**config.mk**
```make
export PLATFORM = sky130hd
export DESIGN_NAME = ipv4_five_tuple_extractor
export DESIGN_NICKNAME = d
export VERILOG_FILES = /design/src/rtl/ipv4ft_pkg.sv /design/src/rtl/ipv4ft_front.sv /design/src/rtl/ipv4ft_queue.sv /design/src/rtl/ipv4ft_back.sv /design/src/rtl/ipv4_five_tuple_extractor.sv
export SDC_FILE = /design/constraint.sdc
export NUM_CORES = 1
export LEC_CHECK = 0
export BUFFER_PORTS_ARGS = -buffer_cell sky130_fd_sc_hd__buf_2
export CAP_MARGIN = 20
export CELL_PAD_IN_SITES_DETAIL_PLACEMENT = 2
export CELL_PAD_IN_SITES_GLOBAL_PLACEMENT = 2
export CORE_UTILIZATION = 43
export CTS_BUF_LIST = sky130_fd_sc_hd__clkbuf_4
export DETAILED_ROUTE_END_ITERATION = 8
export PLACE_DENSITY_LB_ADDON = 0.1
export SETUP_SLACK_MARGIN = 0.05
export SLEW_MARGIN = 10
export SYNTH_ARGS = -nofsm -noshare
export SYNTH_HDL_FRONTEND = slang
export SYNTH_HIERARCHICAL = 1
export SYNTH_SLANG_ARGS = --single-unit
```
**constraint.sdc**
```tcl
create_clock -name clk -period 9.2 [get_ports clk]
set_clock_uncertainty 0.2 [all_clocks]
set_input_delay 1.38 -clock clk [delete_from_list [all_inputs] [get_ports clk]]
set_output_delay 1.38 -clock clk [all_outputs]
set_load 0.03 [all_outputs]
```
**src/rtl/ipv4ft_pkg.sv**
```systemverilog
// Shared types and constants for the IPv4 five-tuple extractor.
// Used by the front, queue and back modules, the top level and the checker.
// No dependencies.
package ipv4ft_pkg;

  localparam int unsigned OUT_TDATA_W = 128;

  localparam logic [7:0] PROTO_ICMP = 8'd1;
  localparam logic [7:0] PROTO_TCP  = 8'd6;
  localparam logic [7:0] PROTO_UDP  = 8'd17;

  localparam logic [3:0] IP_VERSION4  = 4'd4;
  localparam logic [3:0] MIN_IHL      = 4'd5;
  localparam logic [6:0] L4_SHORT_HDR = 7'd8;

  localparam logic STATUS_OK  = 1'b0;
  localparam logic STATUS_BAD = 1'b1;

  // Everything captured from one packet, handed from front to back.
  typedef struct packed {
    logic [15:0] cap_len;
    logic [3:0]  version;
    logic [3:0]  hdr_words;
    logic [15:0] total_len;
    logic [7:0]  proto;
    logic [31:0] src_addr;
    logic [31:0] dst_addr;
    logic [15:0] l4_sport;
    logic [15:0] l4_dport;
    logic [3:0]  tcp_off;
    logic        off_seen;
  } pkt_rec_t;

  // Queue occupancy flags seen by the top level and the back.
  typedef struct packed {
    logic full;
    logic empty;
  } q_stat_t;

endpackage

```
**src/rtl/ipv4ft_front.sv**
```systemverilog
// Front end of the IPv4 five-tuple extractor: byte counter and header capture.
// Pushes one packet record per final byte. Depends on ipv4ft_pkg.
module ipv4ft_front (
  input  logic                 clk,
  input  logic                 rst_n,
  input  logic                 byte_fire,
  input  logic [7:0]           data_byte,
  input  logic                 last_byte,
  output logic                 push,
  output ipv4ft_pkg::pkt_rec_t push_rec
);
  import ipv4ft_pkg::*;

  localparam logic [15:0] IDX_LEN_HI = 16'd2;
  localparam logic [15:0] IDX_LEN_LO = 16'd3;
  localparam logic [15:0] IDX_PROTO  = 16'd9;
  localparam logic [15:0] IDX_SRC_LO = 16'd12;
  localparam logic [15:0] IDX_SRC_HI = 16'd15;
  localparam logic [15:0] IDX_DST_LO = 16'd16;
  localparam logic [15:0] IDX_DST_HI = 16'd19;
  localparam logic [15:0] CNT_MAX    = 16'hFFFF;

  logic [15:0] cnt_r, cnt_nxt;
  logic [3:0]  ver_r, ver_nxt;
  logic [3:0]  hw_r, hw_nxt;
  logic [15:0] len_r, len_nxt;
  logic [7:0]  proto_r, proto_nxt;
  logic [31:0] src_r, src_nxt;
  logic [31:0] dst_r, dst_nxt;
  logic [15:0] sport_r, sport_nxt;
  logic [15:0] dport_r, dport_nxt;
  logic [3:0]  toff_r, toff_nxt;
  logic        seen_r, seen_nxt;
  logic [15:0] hoff;

  assign hoff = {10'd0, hw_r, 2'b00};

  always_comb begin
    cnt_nxt   = cnt_r;
    ver_nxt   = ver_r;
    hw_nxt    = hw_r;
    len_nxt   = len_r;
    proto_nxt = proto_r;
    src_nxt   = src_r;
    dst_nxt   = dst_r;
    sport_nxt = sport_r;
    dport_nxt = dport_r;
    toff_nxt  = toff_r;
    seen_nxt  = seen_r;
    push      = 1'b0;
    push_rec  = '0;
    if (byte_fire) begin
      if (cnt_r == 16'd0) begin
        ver_nxt = data_byte[7:4];
        hw_nxt  = data_byte[3:0];
      end else begin
        if (cnt_r == IDX_LEN_HI) len_nxt[15:8] = data_byte;
        if (cnt_r == IDX_LEN_LO) len_nxt[7:0]  = data_byte;
        if (cnt_r == IDX_PROTO)  proto_nxt     = data_byte;
        if (cnt_r >= IDX_SRC_LO && cnt_r <= IDX_SRC_HI) src_nxt = {src_r[23:0], data_byte};
        if (cnt_r >= IDX_DST_LO && cnt_r <= IDX_DST_HI) dst_nxt = {dst_r[23:0], data_byte};
        // Transport fields sit at offsets relative to the IP header length.
        if (cnt_r == hoff)          sport_nxt[15:8] = data_byte;
        if (cnt_r == hoff + 16'd1)  sport_nxt[7:0]  = data_byte;
        if (cnt_r == hoff + 16'd2)  dport_nxt[15:8] = data_byte;
        if (cnt_r == hoff + 16'd3)  dport_nxt[7:0]  = data_byte;
        if (cnt_r == hoff + 16'd12) begin
          toff_nxt = data_byte[7:4];
          seen_nxt = 1'b1;
        end
      end
      if (cnt_r != CNT_MAX) cnt_nxt = cnt_r + 16'd1;
      if (last_byte) begin
        push              = 1'b1;
        push_rec.cap_len   = cnt_nxt;
        push_rec.version   = ver_nxt;
        push_rec.hdr_words = hw_nxt;
        push_rec.total_len = len_nxt;
        push_rec.proto     = proto_nxt;
        push_rec.src_addr  = src_nxt;
        push_rec.dst_addr  = dst_nxt;
        push_rec.l4_sport  = sport_nxt;
        push_rec.l4_dport  = dport_nxt;
        push_rec.tcp_off   = toff_nxt;
        push_rec.off_seen  = seen_nxt;
        cnt_nxt   = '0;
        ver_nxt   = '0;
        hw_nxt    = '0;
        len_nxt   = '0;
        proto_nxt = '0;
        src_nxt   = '0;
        dst_nxt   = '0;
        sport_nxt = '0;
        dport_nxt = '0;
        toff_nxt  = '0;
        seen_nxt  = 1'b0;
      end
    end
  end

  always_ff @(posedge clk) begin
    if (!rst_n) begin
      cnt_r   <= '0;
      ver_r   <= '0;
      hw_r    <= '0;
      len_r   <= '0;
      proto_r <= '0;
      src_r   <= '0;
      dst_r   <= '0;
      sport_r <= '0;
      dport_r <= '0;
      toff_r  <= '0;
      seen_r  <= 1'b0;
    end else begin
      cnt_r   <= cnt_nxt;
      ver_r   <= ver_nxt;
      hw_r    <= hw_nxt;
      len_r   <= len_nxt;
      proto_r <= proto_nxt;
      src_r   <= src_nxt;
      dst_r   <= dst_nxt;
      sport_r <= sport_nxt;
      dport_r <= dport_nxt;
      toff_r  <= toff_nxt;
      seen_r  <= seen_nxt;
    end
  end

endmodule

```
**src/rtl/ipv4ft_queue.sv**
```systemverilog
// Small record queue between the front and back of the extractor.
// Register storage with a combinational head read. Depends on ipv4ft_pkg.
module ipv4ft_queue #(
  parameter int unsigned DEPTH = 2
) (
  input  logic                 clk,
  input  logic                 rst_n,
  input  logic                 push,
  input  ipv4ft_pkg::pkt_rec_t push_rec,
  input  logic                 pop,
  output ipv4ft_pkg::pkt_rec_t head_rec,
  output ipv4ft_pkg::q_stat_t  stat
);
  import ipv4ft_pkg::*;

  localparam int unsigned AW = (DEPTH > 1) ? $clog2(DEPTH) : 1;
  localparam int unsigned CW = $clog2(DEPTH + 1);
  localparam logic [AW-1:0] LAST_PTR = AW'(DEPTH - 1);
  localparam logic [CW-1:0] FULL_CNT = CW'(DEPTH);

  pkt_rec_t      mem_r [DEPTH];
  logic [AW-1:0] wr_ptr_r, wr_ptr_nxt;
  logic [AW-1:0] rd_ptr_r, rd_ptr_nxt;
  logic [CW-1:0] cnt_r, cnt_nxt;
  logic          do_push, do_pop;

  assign stat.full  = (cnt_r == FULL_CNT);
  assign stat.empty = (cnt_r == '0);
  assign do_push    = push && !stat.full;
  assign do_pop     = pop && !stat.empty;
  assign head_rec   = mem_r[rd_ptr_r];

  always_comb begin
    wr_ptr_nxt = wr_ptr_r;
    rd_ptr_nxt = rd_ptr_r;
    cnt_nxt    = cnt_r;
    if (do_push) wr_ptr_nxt = (wr_ptr_r == LAST_PTR) ? '0 : wr_ptr_r + AW'(1);
    if (do_pop)  rd_ptr_nxt = (rd_ptr_r == LAST_PTR) ? '0 : rd_ptr_r + AW'(1);
    if (do_push && !do_pop) cnt_nxt = cnt_r + CW'(1);
    if (do_pop && !do_push) cnt_nxt = cnt_r - CW'(1);
  end

  always_ff @(posedge clk) begin
    if (!rst_n) begin
      wr_ptr_r <= '0;
      rd_ptr_r <= '0;
      cnt_r    <= '0;
    end else begin
      wr_ptr_r <= wr_ptr_nxt;
      rd_ptr_r <= rd_ptr_nxt;
      cnt_r    <= cnt_nxt;
    end
  end

  always_ff @(posedge clk) begin
    if (do_push) mem_r[wr_ptr_r] <= push_rec;
  end

endmodule

```
**src/rtl/ipv4ft_back.sv**
```systemverilog
// Back end of the extractor: length and version checks, result formatting
// and the output register. Depends on ipv4ft_pkg.
module ipv4ft_back (
  input  logic                             clk,
  input  logic                             rst_n,
  input  ipv4ft_pkg::pkt_rec_t             head_rec,
  input  ipv4ft_pkg::q_stat_t              q_stat,
  output logic                             pop,
  output logic                             out_tvalid,
  input  logic                             out_tready,
  output logic [ipv4ft_pkg::OUT_TDATA_W-1:0] out_tdata
);
  import ipv4ft_pkg::*;

  logic                   valid_r, valid_nxt;
  logic [OUT_TDATA_W-1:0] data_r;
  logic [OUT_TDATA_W-1:0] res;
  logic [6:0]             hlen;
  logic [6:0]             tcp_need;
  logic [6:0]             short_need;
  logic                   bad;
  logic                   has_ports;

  assign hlen       = {1'b0, head_rec.hdr_words, 2'b00};
  assign tcp_need   = hlen + {1'b0, head_rec.tcp_off, 2'b00};
  assign short_need = hlen + L4_SHORT_HDR;
  assign has_ports  = (head_rec.proto == PROTO_TCP) || (head_rec.proto == PROTO_UDP);

  always_comb begin
    bad = 1'b0;
    if (head_rec.version != IP_VERSION4) bad = 1'b1;
    if (head_rec.hdr_words < MIN_IHL) bad = 1'b1;
    if (head_rec.cap_len < 16'(hlen)) bad = 1'b1;
    if (head_rec.proto == PROTO_TCP) begin
      if (!head_rec.off_seen) bad = 1'b1;
      if (head_rec.cap_len < 16'(tcp_need)) bad = 1'b1;
    end else if (head_rec.proto == PROTO_UDP || head_rec.proto == PROTO_ICMP) begin
      if (head_rec.cap_len < 16'(short_need)) bad = 1'b1;
    end
  end

  // An errored word carries only the status bit; everything else is zero.
  always_comb begin
    res = '0;
    if (bad) begin
      res[0] = STATUS_BAD;
    end else begin
      res[0]       = STATUS_OK;
      res[32:1]    = head_rec.src_addr;
      res[64:33]   = head_rec.dst_addr;
      res[72:65]   = head_rec.proto;
      res[88:73]   = has_ports ? head_rec.l4_sport : 16'd0;
      res[104:89]  = has_ports ? head_rec.l4_dport : 16'd0;
      res[120:105] = head_rec.total_len;
    end
  end

  assign pop       = !q_stat.empty && (!valid_r || out_tready);
  assign valid_nxt = pop ? 1'b1 : (valid_r && !out_tready);

  always_ff @(posedge clk) begin
    if (!rst_n) begin
      valid_r <= 1'b0;
    end else begin
      valid_r <= valid_nxt;
    end
  end

  always_ff @(posedge clk) begin
    if (pop) data_r <= res;
  end

  assign out_tvalid = valid_r;
  assign out_tdata  = data_r;

endmodule

```
**src/rtl/ipv4_five_tuple_extractor.sv**
```systemverilog
// Top level of the IPv4 five-tuple extractor: front capture, record queue, back checks.
// Depends on ipv4ft_pkg, ipv4ft_front, ipv4ft_queue and ipv4ft_back.
//
//  Channel | Direction | Word contents
//  --------+-----------+-----------------------------------------------------------
//  in_*    | slave     | one packet byte per word, tlast on the final captured byte
//  out_*   | master    | one result word per packet: status and five-tuple
//
// The input takes one byte every cycle while in_tready is high; each result word is registered
// in the queue, then in the output register, and waits while earlier results are queued.
// in_tready drops only when the QUEUE_DEPTH-entry record queue is full.
// A stalled output holds its word and does not stop byte capture until the queue fills.
// Reset is synchronous and active low; it clears the counter, captured fields and queue.
module ipv4_five_tuple_extractor #(
  parameter int unsigned QUEUE_DEPTH = 2
) (
  input  logic                             clk,
  input  logic                             rst_n,
  input  logic                             in_tvalid,
  output logic                             in_tready,
  input  logic [7:0]                       in_tdata,   // [7:0] data_byte
  input  logic                             in_tlast,
  output logic                             out_tvalid,
  input  logic                             out_tready,
  // [0] status, [32:1] src_address, [64:33] dst_address, [72:65] protocol,
  // [88:73] source port, [104:89] destination port, [120:105] total_length,
  // [127:121] zero
  output logic [ipv4ft_pkg::OUT_TDATA_W-1:0] out_tdata
);
  import ipv4ft_pkg::*;

  logic     byte_fire;
  logic     push;
  logic     pop;
  pkt_rec_t push_rec;
  pkt_rec_t head_rec;
  q_stat_t  q_stat;

  assign in_tready = !q_stat.full;
  assign byte_fire = in_tvalid && in_tready;

  ipv4ft_front u_front (
    .clk       (clk),
    .rst_n     (rst_n),
    .byte_fire (byte_fire),
    .data_byte (in_tdata),
    .last_byte (in_tlast),
    .push      (push),
    .push_rec  (push_rec)
  );

  ipv4ft_queue #(
    .DEPTH (QUEUE_DEPTH)
  ) u_queue (
    .clk      (clk),
    .rst_n    (rst_n),
    .push     (push),
    .push_rec (push_rec),
    .pop      (pop),
    .head_rec (head_rec),
    .stat     (q_stat)
  );

  ipv4ft_back u_back (
    .clk        (clk),
    .rst_n      (rst_n),
    .head_rec   (head_rec),
    .q_stat     (q_stat),
    .pop        (pop),
    .out_tvalid (out_tvalid),
    .out_tready (out_tready),
    .out_tdata  (out_tdata)
  );

endmodule

```
# [Word-level counts from Yosys, hierarchy flattened]
# Memories as Yosys holds them, arrays and structs flattened. A register that Yosys moved wholly into a read port is not among the register bits.
# Index checks and enable logic that the tools add are counted.
[classes] bitwise=1 n_addsub=11 mul=0 reduce_logical=22 order_cmp=8 mux=55 shifts=0 div_mod_pow=0 n_eq_ne=14
[op_table] cell="two-way mux 149 bit" n=2
[op_table] cell="two-way mux 32 bit" n=6
[op_table] cell="two-way mux 16 bit" n=8
[op_table] cell="two-way mux 8 bit" n=9
[op_table] cell="== test 16 bit" n=4
[op_table] cell="== test 16 x 2 -> 1 bit (second input constant)" n=2
[op_table] cell="< comparator 16 x 7 -> 1 bit" n=2
[op_table] cell="two-way mux 4 bit" n=7
[op_table] cell="two-way mux 1 bit" n=21
[op_table] cell="adder 16 x 1 -> 16 bit (second input constant)" n=1
[op_table] cell="== test 16 x 4 -> 1 bit (second input constant)" n=1
[op_table] cell="== test 16 x 6 -> 1 bit" n=1
[op_table] cell=">= comparator 16 x 4 -> 1 bit (second input constant)" n=1
[op_table] cell=">= comparator 16 x 5 -> 1 bit (second input constant)" n=1
[op_table] cell="<= comparator 16 x 4 -> 1 bit (second input constant)" n=1
[op_table] cell="<= comparator 16 x 5 -> 1 bit (second input constant)" n=1
[op_table] cell="logical NOT 16 bit" n=1
[op_table] cell="< comparator 16 x 6 -> 1 bit" n=1
[op_table] cell="inequality test 16 bit (second input constant)" n=1
[op_table] cell="adder 6 x 2 -> 7 bit (second input constant)" n=2
[op_table] cell="adder 6 x 4 -> 7 bit (second input constant)" n=2
[op_table] cell="logical AND 1 bit" n=9
[op_table] cell="== test 8 x 1 -> 1 bit (second input constant)" n=1
[op_table] cell="== test 8 x 3 -> 1 bit (second input constant)" n=1
[op_table] cell="other kinds (16)" n=25
[totals] latch_bits=0 elab_cells=130 mem_bits_rw=298 mem_bits_ro=0 mem_count=1 register_bits=275
[memory_table] name="u_queue.mem_r" depth=2 word_bits=149 rd=1 rd_ports_with_merged_regs=1 write_ports=1 line="ipv4ft_queue.sv:21" text="pkt_rec_t mem_r [DEPTH];"

# [Longest topological paths before layout]
# Gate-level depths: netlist of run 1.
[logic_depth] word_depth=8 depth_mapped=16 ltp_nobuf=11

# [Hierarchy]
# The synthesis of run 1 kept the hierarchy.
[modules_own_cells] module="ipv4ft_queue" instances=1 cells_per_inst=490 area_per_inst_um2=10979.3
[modules_own_cells] module="ipv4ft_front" instances=1 cells_per_inst=1166 area_per_inst_um2=8446.9
[modules_own_cells] module="ipv4ft_back" instances=1 cells_per_inst=466 area_per_inst_um2=5509.0
[modules_own_cells] module="ipv4_five_tuple_extractor" instances=1 cells_per_inst=2 area_per_inst_um2=10.0

# [Worst setup path before layout of run 1]
# No wires, ideal clock.
[synth_path] path_type="input-to-reg" start="input out_tready" end="register u_queue.cnt_r[1]" arrival_ns=8.102 setup_time_ns=0.070 required_ns=8.930 path_buffers=0 cell_stages=6 slack_ns=0.828 path_cell_list="nand2b_1 > nor2b_1 > o21a_1 > ha_1 > or3_1 > a21boi_1"
[synth_between] elab_chain_cells=6 word_cells_on_any_way=8 cone_classes="mux (1); reduce/logical (7)"
[synth_lines] item="start, declared" line="ipv4_five_tuple_extractor.sv:24" text="input logic out_tready,"
[synth_lines] item="logical OR 1 bit *" line="ipv4ft_back.sv:58" text="assign pop = !q_stat.empty && (!valid_r || out_tready);"
[synth_lines] item="logical AND 1 bit *" line="ipv4ft_back.sv:58"
[synth_lines] item="net pop" line="ipv4_five_tuple_extractor.sv:34" text="logic pop;"
[synth_lines] item="logical AND 1 bit *" line="ipv4ft_queue.sv:30" text="assign do_pop = pop && !stat.empty;"
[synth_lines] item="net u_queue.do_pop" line="ipv4ft_queue.sv:25" text="logic do_push, do_pop;"
[synth_lines] item="logical NOT 1 bit" line="ipv4ft_queue.sv:39" text="if (do_push && !do_pop) cnt_nxt = cnt_r + CW'(1);"
[synth_lines] item="logical AND 1 bit" line="ipv4ft_queue.sv:39"
[synth_lines] item="nonzero test 2 bit (no line)"
[synth_lines] item="end signal, assigned" line="ipv4ft_queue.sv:51" text="cnt_r <= cnt_nxt;"
[synth_lines] item="end, declared" line="ipv4ft_queue.sv:24" text="logic [CW-1:0] cnt_r, cnt_nxt;"
# The timed path passes the listed nets; every way through them passes the cells marked *.
# A chain may end at the register's enable or synchronous reset.

==> out/metrics.cfg, run 1 <==
[timing]
hold_viol=0
period_needed_ns=5.31
report.final.slew_viol_count=0
setup-tns-final_ns=0
grt_setup_unrepaired=no
min_period_over_period_pct=57.7
setup_viol=0
maxSlewHeadroom_pct=29.0
tightest_slew_ns=1.05
max_freq_mhz=188

[global_routing]
first_global_vias=19300
grt_pass1_wl_mm=117
grt_use_total_pct=26.1
overflow=0
antenna_found_initial=1
grt_max_degree=106

[clock_network]
hold_buffers=0
cts_root_buffer=clkbuf_4
cts_post_setup_buffers_inserted=0
cts_resized=0
cts_max_level=4
numCtsBuffers=157
clk_pin_slew_ns=0.07
clk_path_buf_depth=3
clk_latency_ns=0.98
cts_tree=yes
cts.sinks=570

[route]
first_pass_iters=5
routedWlPerCell_um=24.0
first_iter_violations=983
drt_wl_total_mm=75.7
num_vias=17500
drcViolationCount=0
postRouteAntennaNets=0
vias_per_cell=5.56

[pwr]
power_density_nw_per_um2=237
ir_drop_v=0.000179
power.leakage_uw=0.00979
p_total_uw=6670

[run]
cap_violations=0

[finish]
drive_gt1_share_pct=25.8
mostFrequentLayoutCells=edfxtp_1, clkbuf_4, nand2_1
fin_nets=2303
mostFrequentLayoutCell=edfxtp_1
synthToLayoutAreaGrowth_pct=13.4

[synth]
synth_area_um2=24800
yosys_warnings=6
syn_inst=2113
synth_area_per_cell_um2=11.7

[placement]
portBuffers=135
place_hpwl_mm=46.4
gp_congestion=0.821

[setup_path]
crit_path_max_incr_delay_ns=1.02
crit_fanout=83
cp_data_arrival_time_ns=5.78
slowest_stage=dfxtp_4
cpMostUsedCell=buf_4
setup.worst_path.start_class=register
critPathKind=register to register
endpoint_kind=register
r2r-end=u_back/out_tdata[16]
ff2ff_path_depth=10
crit_required_ns=9.67
path_cells=buf_4, mux2_2, ha_1, a21oi_1, o21ai_0, a2111oi_4, buf_4, nand2b_4, buf_4, nor3_1
critical_path.top_delay_family=buffers and inverters
critPathBufInv=3
rrSetupSlack_ns=3.89

[floorplan]
chipHeight_um=242
std_cell_rows=87
io_pins=143
die_area_um2=58600
die_width_um=242
initial_utilization_pct=43.7
core_area_um2=56700

[hold_path]
hold_path_end=u_front/dst_r[26]
whs_path_depth=2
min_path_type=register to register
min_from=u_front/dst_r[18]

[status]
status=completed

-- worst reg2reg max path: stages, from the launching register on --
cell	delay, ns
dfxtp_4	1.02
buf_4	0.75
mux2_2	0.46
ha_1	0.31
a21oi_1	0.12
o21ai_0	0.14
a2111oi_4	0.37
buf_4	0.44
nand2b_4	0.26
buf_4	0.69
nor3_1	0.28
-- stage by stage --
step | std cells | util [%] | setup WS (ns) | hold WS [ns] | instance area [µm²]
final | 3158 | 49.5 | 3.89 | 0.265 | 28100
after global routing | 3158 | 49.5 | 3.56 | 0.289 | 28100
after CTS | 3155 | 49.4 | 3.83 | 0.261 | 28000
after floorplan | 2119 | - | 0.828 | 0.235 | 24800
after global placement | 2860 | 45.5 | 4.01 | 0.249 | 25800
after detailed placement | 2862 | 45.6 | 3.82 | 0.257 | 25800
-- state kept, by name, summed over array words and instances (netlist names), named ones only --
signal,cells
u_back/out_tdata,121
u_front/proto_r,8
u_front/seen_r,1
u_front/hw_r,4
u_front/src_r,32
u_front/ver_r,4
u_queue/mem_r,294
u_front/sport_r,16
u_queue/cnt_r,2
u_queue/rd_ptr_r,1
u_front/len_r,16
u_front/dport_r,16
u_back/out_tvalid,1
u_queue/wr_ptr_r,1
u_front/toff_r,4
u_front/dst_r,32
u_front/cnt_r,16
-- how the worst max path moves through the flow --
stage / endpoint / slack (ns) / from / cells after the start
detailed placement: u_back/out_tdata[16] / 3.82 / register / 10
global route: u_back/out_tdata[16] / 3.56 / register / 10
floorplan: u_queue/cnt_r[1] / 0.83 / out_tready / 6
global placement: u_back/out_tdata[42] / 4.01 / register / 10
CTS: u_back/out_tdata[16] / 3.83 / register / 10
finish: u_back/out_tdata[16] / 3.89 / register / 10
-- cell type report --
class / count / area (µm²)
fill: 5666 / 28600
sequential: 570 / 15600
multi-input combinational: 1266 / 8010
clock buffer: 263 / 1970
timing repair buffer: 165 / 961
tap: 756 / 946
inverter: 107 / 408
clock inverter: 30 / 230
antenna: 1 / 2.50
-- per-layer routing --
| layer | vias to the layer above | wire length [µm] | global-route usage, % |
|---|---|---|---|
| li1 | 7990 | - | - |
| met1 | 9042 | 33300 | 33.9 |
| met2 | 396 | 37600 | 43.8 |
| met3 | 120 | 3000 | 4.35 |
| met4 | 0 | 1840 | 9.55 |
| met5 | - | 0 | 0 |
-- where the power goes --
part / internal (µW) / total (µW) / switching, µW
combinational: 293 / 1070 / 780
sequential: 3010 / 3110 / 93.9
clock: 1400 / 2490 / 1090
total: 4700 / 6670 / 1970
Power figures use the tool's default switching activity.
==> run 2, diff against run 1 <==
--- a/config.mk
+++ b/config.mk
@@ -9,7 +9,7 @@
 export CAP_MARGIN = 20
 export CELL_PAD_IN_SITES_DETAIL_PLACEMENT = 2
 export CELL_PAD_IN_SITES_GLOBAL_PLACEMENT = 2
-export CORE_UTILIZATION = 43
+export CORE_UTILIZATION = 39
 export CTS_BUF_LIST = sky130_fd_sc_hd__clkbuf_4
 export DETAILED_ROUTE_END_ITERATION = 8
 export PLACE_DENSITY_LB_ADDON = 0.1
==> constraint.sdc (replaced) <==
create_clock -name clk -period 4.25 [get_ports clk]
set_clock_uncertainty 0.2 [all_clocks]
set_input_delay 0.6375 -clock clk [delete_from_list [all_inputs] [get_ports clk]]
set_output_delay 0.6375 -clock clk [all_outputs]
set_load 0.03 [all_outputs]
==> out/metrics.cfg, run 2 (synthesis results as in run 1) <==
[status]
status=completed

[floorplan]
std_cell_rows=92  ; +5.7%
io_pins=143  ; unchanged
core_area_um2=63000  ; +11%
die_area_um2=64500  ; +10%
initial_utilization_pct=39.3  ; -4.3 points
die_width_um=254  ; +5.0%
chipHeight_um=254  ; +5.0%

[clock_network]
cts.sinks=570  ; unchanged
clk_latency_ns=0.96  ; -0.02 ns
numCtsBuffers=160  ; +1.9%
clk_path_buf_depth=3  ; unchanged
clk_pin_slew_ns=0.06  ; about the same
cts_post_setup_buffers_inserted=0  ; unchanged
cts_max_level=4  ; unchanged
cts_root_buffer=clkbuf_4
cts_tree=yes

[setup_path]
rrSetupSlack_ns=0.46  ; -3.44 ns
cp_data_arrival_time_ns=4.31  ; -1.47 ns
crit_path_max_incr_delay_ns=0.45  ; -0.57 ns
ff2ff_path_depth=11  ; +1
path_cells=mux2_2, ha_1, a21o_1, a21oi_1, xor2_1, ha_1, nand4_1, o311ai_1, o32ai_4, buf_12, nor4_1
slowest_stage=nor4_1
setup.worst_path.start_class=register
critPathKind=register to register
endpoint_kind=register
cpMostUsedCell=ha_1
crit_fanout=46  ; -45%
crit_required_ns=4.77  ; -4.90 ns

[timing]
grt_setup_unrepaired=no
tightest_slew_ns=0.973  ; -0.0779 ns
min_period_over_period_pct=89.3  ; +32 points
setup_slack_ns=0.456  ; -3.44 ns
maxSlewHeadroom_pct=35.1  ; +6.1 points
setup-tns-final_ns=0  ; unchanged
setup_viol=0  ; unchanged
max_freq_mhz=264  ; +40%
period_needed_ns=3.79  ; -1.51 ns
report.final.slew_viol_count=0  ; unchanged
hold_viol=0  ; unchanged

[placement]
place_ws_ns=0.221  ; -3.60 ns
gp_congestion=0.866  ; +5.5%
place_hpwl_mm=45.8  ; -1.4%
portBuffers=135  ; unchanged

[global_routing]
antenna_found_initial=1  ; unchanged
grt_pass1_wl_mm=113  ; -3.1%
overflow=0  ; unchanged
grt_max_degree=148  ; +40%
first_global_vias=19300  ; -0.23%
grt_use_total_pct=23.3  ; -2.8 points

[route]
routedWlPerCell_um=22.6  ; -5.8%
num_vias=17500  ; -0.23%
drcViolationCount=0  ; unchanged
vias_per_cell=5.33  ; -4.0%
first_iter_violations=831  ; -15%
first_pass_iters=5  ; unchanged
drt_wl_total_mm=74.1  ; -2.1%
postRouteAntennaNets=0  ; unchanged

[pwr]
power_density_nw_per_um2=507  ; +110%
ir_drop_v=0.000765  ; +330%
power.leakage_uw=0.0100  ; +2.1%

[hold_path]
min_path_type=input pin to register
whs_path_depth=4  ; +2

[finish]
mostFrequentLayoutCell=edfxtp_1
regMostFlops=u_queue/mem_r
synthToLayoutAreaGrowth_pct=15.3
fin_nets=2335  ; +1.4%
largest_reg_flops=294  ; unchanged
drive_gt1_share_pct=26.5  ; +0.74 points
mostFrequentLayoutCells=edfxtp_1, clkbuf_4, nand2_1

[run]
cap_violations=0  ; unchanged

run 2: cell types whose count changed in the layout (fill, tap and decap cells not counted), sizes merged:
cell         change
buf             +26
clkinv           +6
dlygate4sd3      +3
clkinvlp         -2
clkbuf           +1
inv              +1
run 2: routing by layer:
metal	global-route usage, %	part of all wire, %	vias up
met2	38.9	49	358
met5	0	0	-
met4	8.66	2.0	0
met1	30.0	45	8983
met3	4.62	4.1	107
li1	-	-	8059
run 2: cell type report:
| type | instances | area [µm²] |
|---|---|---|
| inverters | 107 | 407 |
| clock inverters | 35 | 243 |
| diodes | 1 | 2.50 |
| well taps | 846 | 1060 |
| multi-input cells | 1266 | 8000 |
| repair buffers | 194 | 1310 |
| fillers | 6439 | 34400 |
| clock buffers | 264 | 1980 |
| flip-flops and latches | 570 | 15600 |
run 2: worst max-delay path, delay by kind of cell, from the launching register on:
kind	cells	cell delay [ns]
AOI/OAI and AO/OA	4	0.97
adders and majority gates	2	0.60
and+or+nand+nor	2	0.55
DFF	1	0.44
muxes	1	0.44
buffers and inverters	1	0.20
xor gates and xnor gates	1	0.10
run 2: worst paths after layout:
path,from,to
min,in_tdata[5],u_front/dst_r[5]
max reg2reg,register,u_back/out_tdata[76]
max,register,u_back/out_tdata[76]
min reg2reg,u_front/len_r[14],u_front/len_r[14]
run 2: what timing repair did:
item / in CTS / in global routing
setup endpoints to repair: 0 / 1
endpoints found under the hold margin: 20 / 0
resized for setup: 0 / 1
hold buffers: 3 / 0
run 2: metrics by stage:
stage | utilization (%) | total power [µW] | cell area, µm² | hold WS [ns] | std cells
after detailed placement | 41.8 | 9240 | 26300 | 0.253 | 2980
final | 45.4 | 14500 | 28600 | 0.143 | 3283
after global placement | 41.8 | 9140 | 26300 | 0.248 | 2980
after global routing | 45.4 | 15200 | 28600 | 0.0671 | 3283
after floorplan | - | 8420 | 24800 | 0.235 | 2119
after CTS | 45.4 | 14800 | 28600 | 0.0125 | 3282
run 2: power by group:
part           internal, µW  switching, µW  leakage (µW)
clock network          3040           2370       0.00134
logic                   676           1730       0.00352
registers              6520            140       0.00514
